File: src/hdl/ctq_pkg.sv
// Shared types, constants and helpers for the cylinder quad tessellator.
package ctq_pkg;

  localparam int unsigned MaxSlices        = 4096;
  localparam int unsigned MaxStacks        = 4096;
  localparam int unsigned CountW           = 13;
  localparam int unsigned DivW             = 45;
  localparam int unsigned DivStepsPerStage = 2;
  localparam int unsigned DivStages        = (DivW + DivStepsPerStage - 1) / DivStepsPerStage;
  localparam int unsigned CordicSteps      = 30;

  localparam logic signed [33:0] CordicGainInv = 34'sd652032874;

  localparam logic [29:0] AtanTurns [CordicSteps] = '{
    30'd536870912, 30'd316933406, 30'd167458907, 30'd85004756, 30'd42667331,
    30'd21354465, 30'd10679838, 30'd5340245, 30'd2670163, 30'd1335087,
    30'd667544, 30'd333772, 30'd166886, 30'd83443, 30'd41722,
    30'd20861, 30'd10430, 30'd5215, 30'd2608, 30'd1304,
    30'd652, 30'd326, 30'd163, 30'd81, 30'd41,
    30'd20, 30'd10, 30'd5, 30'd3, 30'd1
  };

  typedef enum logic [2:0] {
    CFG_CENTER_X    = 3'd0,
    CFG_CENTER_Y    = 3'd1,
    CFG_CENTER_Z    = 3'd2,
    CFG_BASE_RADIUS = 3'd3,
    CFG_TOP_RADIUS  = 3'd4,
    CFG_HEIGHT      = 3'd5,
    CFG_SLICE_COUNT = 3'd6,
    CFG_STACK_COUNT = 3'd7
  } cfg_idx_e;

  typedef struct packed {
    logic [11:0] slice_index;
    logic [11:0] stack_index;
  } in_word_t;

  typedef struct packed {
    logic signed [31:0] pos_x;
    logic signed [31:0] pos_y;
    logic signed [31:0] pos_z;
    logic signed [15:0] normal_x;
    logic signed [15:0] normal_y;
    logic [16:0]        tex_u;
    logic [16:0]        tex_v;
    logic [1:0]         corner;
    logic               last_corner;
    logic               bad_index;
  } out_word_t;

  typedef struct packed {
    logic [CountW-1:0] rem;
    logic [DivW-1:0]   work;
  } div_state_t;

  typedef struct packed {
    logic       valid;
    logic [1:0] corner;
    logic       bad;
    logic       neg_r;
    logic       neg_z;
  } meta_t;

  // one restoring division step: remainder stays below the divisor
  function automatic div_state_t div_step(div_state_t s, logic [CountW-1:0] d);
    logic [CountW:0] trial;
    div_state_t      r;
    trial  = {s.rem, s.work[DivW-1]};
    r.work = {s.work[DivW-2:0], 1'b0};
    if (trial >= {1'b0, d}) begin
      r.rem     = CountW'(trial - {1'b0, d});
      r.work[0] = 1'b1;
    end else begin
      r.rem = trial[CountW-1:0];
    end
    return r;
  endfunction

  function automatic logic signed [31:0] sat32(logic signed [35:0] v);
    logic signed [31:0] r;
    if (v > 36'sd2147483647) begin
      r = 32'sh7fffffff;
    end else if (v < -36'sd2147483648) begin
      r = 32'sh80000000;
    end else begin
      r = v[31:0];
    end
    return r;
  endfunction

  // Q4.30 to Q1.15, round half up, saturate
  function automatic logic signed [15:0] to_q15(logic signed [33:0] v);
    logic signed [34:0] t;
    logic signed [15:0] r;
    t = (35'(v) + 35'sd16384) >>> 15;
    if (t > 35'sd32767) begin
      r = 16'sh7fff;
    end else if (t < -35'sd32768) begin
      r = 16'sh8000;
    end else begin
      r = t[15:0];
    end
    return r;
  endfunction

endpackage

File: src/hdl/ctq_div.sv
// Pipelined restoring divider, 45-bit dividend by 13-bit divisor, two bits per stage.
module ctq_div (
  input  logic                        clk_i,
  input  logic                        en_i,
  input  logic [ctq_pkg::DivW-1:0]    dividend_i,
  input  logic [ctq_pkg::CountW-1:0]  divisor_i,
  output logic [ctq_pkg::DivW-1:0]    quotient_o
);

  ctq_pkg::div_state_t state_q [ctq_pkg::DivStages];
  ctq_pkg::div_state_t stage_in [ctq_pkg::DivStages];

  for (genvar s = 0; s < ctq_pkg::DivStages; s++) begin : g_stage
    ctq_pkg::div_state_t st_d;

    if (s == 0) begin : g_first
      assign stage_in[s] = '{rem: '0, work: dividend_i};
    end else begin : g_rest
      assign stage_in[s] = state_q[s-1];
    end

    always_comb begin
      st_d = stage_in[s];
      for (int k = 0; k < ctq_pkg::DivStepsPerStage; k++) begin
        if (s * ctq_pkg::DivStepsPerStage + k < ctq_pkg::DivW) begin
          st_d = ctq_pkg::div_step(st_d, divisor_i);
        end
      end
    end

    always_ff @(posedge clk_i) begin
      if (en_i) begin
        state_q[s] <= st_d;
      end
    end
  end

  assign quotient_o = state_q[ctq_pkg::DivStages-1].work;

endmodule

File: config.mk
export PLATFORM = sky130hd
export DESIGN_NAME = ctq_div
export DESIGN_NICKNAME = d
export VERILOG_FILES = /design/src/hdl/ctq_pkg.sv /design/src/hdl/ctq_div.sv
export SDC_FILE = /design/constraint.sdc
export NUM_CORES = 2
export LEC_CHECK = 0
export ABC_AREA = 1
export BUFFER_PORTS_ARGS = -buffer_cell sky130_fd_sc_hd__buf_2
export CAP_MARGIN = 25
export CORE_UTILIZATION = 50
export CTS_CLUSTER_DIAMETER = 60
export DETAILED_ROUTE_END_ITERATION = 7
export PLACE_DENSITY = 0.64
export SYNTH_ARGS = -nofsm -noshare
export SYNTH_HDL_FRONTEND = slang
export SYNTH_SLANG_ARGS = --single-unit
File: constraint.sdc
create_clock -name clk_i -period 17.69 [get_ports clk_i]
set_clock_uncertainty 0.15 [all_clocks]
set_input_delay 3.538 -clock clk_i [delete_from_list [all_inputs] [get_ports clk_i]]
set_output_delay 3.538 -clock clk_i [all_outputs]
set_load 0.01 [all_outputs]
# After elaboration in Yosys (flattened, before gate mapping)
# Memories as Yosys holds them, arrays and structs flattened.
# Index checks and enable logic that the tools add are counted.
[classes]
addsub = 45
order_cmp = 45
n_mux = 92
[op_table]
columns = ["op", "count"]
rows = [
  [">= comparator 14 x 13 -> 1 bit", 44],
  ["2-to-1 mux 13 bit", 45],
  ["subtractor 13 bit", 44],
  ["2-to-1 mux 1 bit", 47],
  [">= comparator 1 x 13 -> 1 bit", 1],
  ["subtractor 1 x 13 -> 13 bit", 1],
]
[totals]
reg_bits = 0
ramBits = 1334
mem_count = 1
[memory_table]
columns = ["memory", "words", "word_bits", "read_ports", "rd_clocked_by_memory_dff", "wr", "line_no", "rtl"]
rows = [
  ["state_q", 23, 58, 23, 0, 23, "ctq_div.sv:10", "ctq_pkg::div_state_t state_q [ctq_pkg::DivStages];"],
]

# Logic depth before layout (Yosys ltp)
# An unclocked memory read counts as a cell.
[logic_depth]
depth_word = 5
depth_mapped = 29

# Worst setup path before layout
# No wires, ideal clock.
[synth_timing]
path_type = "input -> register"
from = "input divisor_i[1] (netlist bit)"
to = "memory state_q[0][338] (netlist bit) (data pin)"
setup_ns = 0.252
t_arrival_ns = 7.903
required_ns = 17.288
path_slack_ns = 9.385
stages = 24
cell_sequence = "inv_1 > fa_1 > nand3_1 > nand2_1 > nand2_1 > nand2_1 > nand2_1 > nand3_4 > inv_2 > buf_6 > nand2_1 > o21ai_0 > ha_1 > nand2_1 > inv_1 > nand2_1 > nand2_1 > nand2_1 > nand3_1 > a21oi_1 > nand4_1 > buf_4 > nand2_1 > nand2_1"
[synth_lines]
columns = ["item", "line_no", "rtl"]
rows = [
  ["start: declaration", "ctq_div.sv:6", "input logic [ctq_pkg::CountW-1:0] divisor_i,"],
  ["end: declaration", "ctq_div.sv:10", ""],
]

==> results.md <==
- Status: complete, no violations
- Initial Util: 50.6%
- Element type at the critical path end: register
- Overall track demand over capacity in global routing: 22.1%
- Hold_buf cts: 0
- Area of combinational cells with multiple inputs: 33200 um^2
- Worst reg2reg path endpoint: state_q[0][170]
- Clock Tree Buf Depth: 3
- Initial antenna violation count: 1
- Antenna Nets Post-Route: 0
- Drt via density: between 5 and 6
- Total setup violations reported at the end of the flow: 0
- Hold Path Sink: state_q[1][190]
- Post-Synthesis Cell Area: a little under 80000 um^2
- Horizontal extent of the die: slightly below 400 um
- Type of the worst setup path: in2reg
- Portion of the post-synthesis area used by sequential elements: 51.4%
- TritonCTS clock tree: done
- DIE HEIGHT: 395 um
- Core Rows: 143
- Root buffer cell: sky130_fd_sc_hd__clkbuf_16
- CP Cell Sequence: buf_2 > clkinv_2 > buf_4 > buf_4 > fa_1 > nand2_1 > nand3b_1 > nand2_1 > nand3_2 > o21ai_0 > ha_1 > a21oi_1 > o21ai_1 > nand2_1 > nand3_1 > nand2_1 > nand2_1 > nor2_2 > nand2_2 > nand2_1 > nand2_1
- Hold path startpoint: state_q[1][130]
- Setup repair after global routing missed its margin: false
- Most frequent cells in the layout: 2626 x sky130_fd_sc_hd__nand2_1, 1321 x sky130_fd_sc_hd__edfxtp_1, 931 x sky130_fd_sc_hd__inv_1
- Final Cycle Share: 50.9%
- Pin count of the biggest net entering global routing: 194
- Routing usage on met2: 37.1%
- Busiest layer in global routing: met2
- Critical Path AT: 9370 ps
- Routability Congestion: 0.912
- Number of I/O port buffers: 104
- Core footprint: 153000 um^2
- Die Outline Area: 156000 um^2
- Largest registers in the final layout: state_q x1321
- Detailed-route DRC error count: 0
- I/O pin total: 105
- Vias in the first global route: 52900
- Number of distinct standard cells referenced by the synthesized netlist: 52
- Clock edge transition at the registers on the reported setup and hold paths: 60 ps
- HPWL reported at the end of detailed placement: about 120000 um
- Fraction of layout cells with a size suffix above 1: 7.29%
- Synthesized netlist net count: 8898
- Crit path largest cell delay: 700 ps
- Shortest clock period the worst path allows after layout: 9000 ps
- Total number of vias: 55500
- Number of maximum-capacitance violations: 0
- Routed WL per cell: 16.3 um
- Aggregate global routing overflow: 0
- Filler Cells Inserted: 13500
- Post-Syn Instances: 8221
- Number of buffers created by CTS: ~160
- Slowest stage cell on the critical path: sky130_fd_sc_hd__clkinv_2
- Number of failing hold endpoints at the final stage: 0
- Register with the most flip-flops: state_q
- Most frequent cell on the critical path: sky130_fd_sc_hd__nand2_1
- Worst hold stages: 0
- Global routing usage on met3: 2.72%
- Register area: about 40000 um^2
- Count of cells resized by post-cts repair: 0
- Flip-flop and latch count after synthesis: 1321
- Logic depth of the worst register-to-register path: 20
- R2r setup slk: 12580 ps
- Critical path fanouts, max: 30
- RR Startpoint: state_q[0][102]
- Slew Viols, Final: 0
- Number of warning messages in the yosys log: 0
- Layout-stage area growth over the synthesis result: 10.2%
- Ant diodes: 0
- Area contributors post-synth: sky130_fd_sc_hd__edfxtp_1 51%, sky130_fd_sc_hd__nand2_1 13%, sky130_fd_sc_hd__ha_1 9.3%, sky130_fd_sc_hd__inv_1 4.6%, sky130_fd_sc_hd__nand3_1 3.5%
- Overall routed net length: 173000 um
- Clock network latency to the later pin of the worst-skew pair: 770 ps
- Highest attainable clock frequency: 0.111 GHz
- Required time worst endpoint: 18050 ps
- Met1 Use GR: a little under a third
- Avg Synthesized Cell Area: between 9 and 10 um^2
- Post-CTS setup repair buffer count: 0
- First-pass GRT wire length: 278000 um
- Hold Crit Class: reg2reg
- Most common library cell in the layout ignoring fill and taps: sky130_fd_sc_hd__nand2_1
- Transition time at the pin with the least slew margin: 1050 ps
- Total clock sinks: 1321
- Cell type contributing the most total cell area after synthesis: sky130_fd_sc_hd__edfxtp_1
- Drt initial violations: between 3000 and 4000
- Detailed Routing Iterations Pass 1: 6
- Slew margin rel.: 29.9%
- Yosys top cell area share: 51.4%
- Largest register FFs: roughly 1300
- Aggregate negative setup slack: 0 ps
- CP startpoint kind: input pin
- Final net count: 9120
- Number of H-tree levels: 4
==> routing by layer <==
layer  vias to the layer above  share of wire [%]
li1                      28300                  -
met1                     25700                 46
met2                      1271                 47
met3                       307                4.3
met4                         0                2.5
met5                         -                  0
==> layout make-up <==
class,count,share of cell area (%)
clock buffers,184,4.78
clock inverters,102,1.25
inverters,970,4.28
multi-input cells,5848,39.0
flip-flops and latches,1321,46.6
well taps,2030,2.98
repair buffers,145,1.09
==> cells in the mapped netlist, drive strengths merged <==
cell type and number:
or2 23, nand2 2672, a21oi 371, o21ai 228, a21boi 8, and3 1, xor2 165, o31ai 1
nor2 538, nand3 572, inv 970, o21a 2, o2111ai 1, fa 43, xnor2 210, a21o 35
o21bai 48, nand4 175, nor3b 11, nand3b 24, and2 15, a31oi 33, ha 574, edfxtp 1321
buf 82, o211ai 21, a211oi 2, nor3 75
==> cells by family after synthesis <==
kind of cell	count (synthesis)	share of synthesized area (%)
AOI/OAI and AO/OA	750	5.51
xor gates and xnor gates	375	4.25
adders and majority gates	617	10.4
buffers and inverters	1052	5.65
DFF	1321	51.4
and+or+nand+nor	4106	22.8
==> critical path: cells and delay by family <==
kind	cells	cell delay (ps)
simple gates	12	2230
fa+ha+maj	2	880
compound gates	3	740
buf+inv	4	1890
==> worst max-delay path by stage <==
stage / startpoint / endpoint / slack, ps / cells past startpoint
2_1_floorplan: divisor_i[1] / state_q[0][338] / 9380 / 24
3_3_place_gp: divisor_i[1] / state_q[2][287] / 7960 / 21
3_5_place_dp: divisor_i[1] / state_q[2][287] / 7870 / 21
4_1_cts: divisor_i[1] / state_q[2][287] / 8690 / 21
5_1_grt: divisor_i[1] / state_q[2][287] / 8120 / 21
6_report: divisor_i[1] / state_q[2][287] / 8690 / 21
==> metrics by stage <==
| step | hold WS (ps) | setup slack, ps | cells | instance area (um^2) | utilization [%] |
|---|---|---|---|---|---|
| CTS | 252 | 8690 | 10600 | 85100 | 55.7 |
| floorplan | 250 | 9380 | 8221 | 77200 | - |
| detailed placement | 255 | 7870 | 10300 | 79900 | 52.4 |
| finish | 249 | 8690 | 10600 | 85100 | 55.8 |
| global route | 258 | 8120 | 10600 | 85100 | 55.8 |
| global placement | 250 | 7960 | 10300 | 79900 | 52.4 |
Power is not shown: default switching activity piles up to over one toggle a cycle in this logic, so the estimate is an artifact.
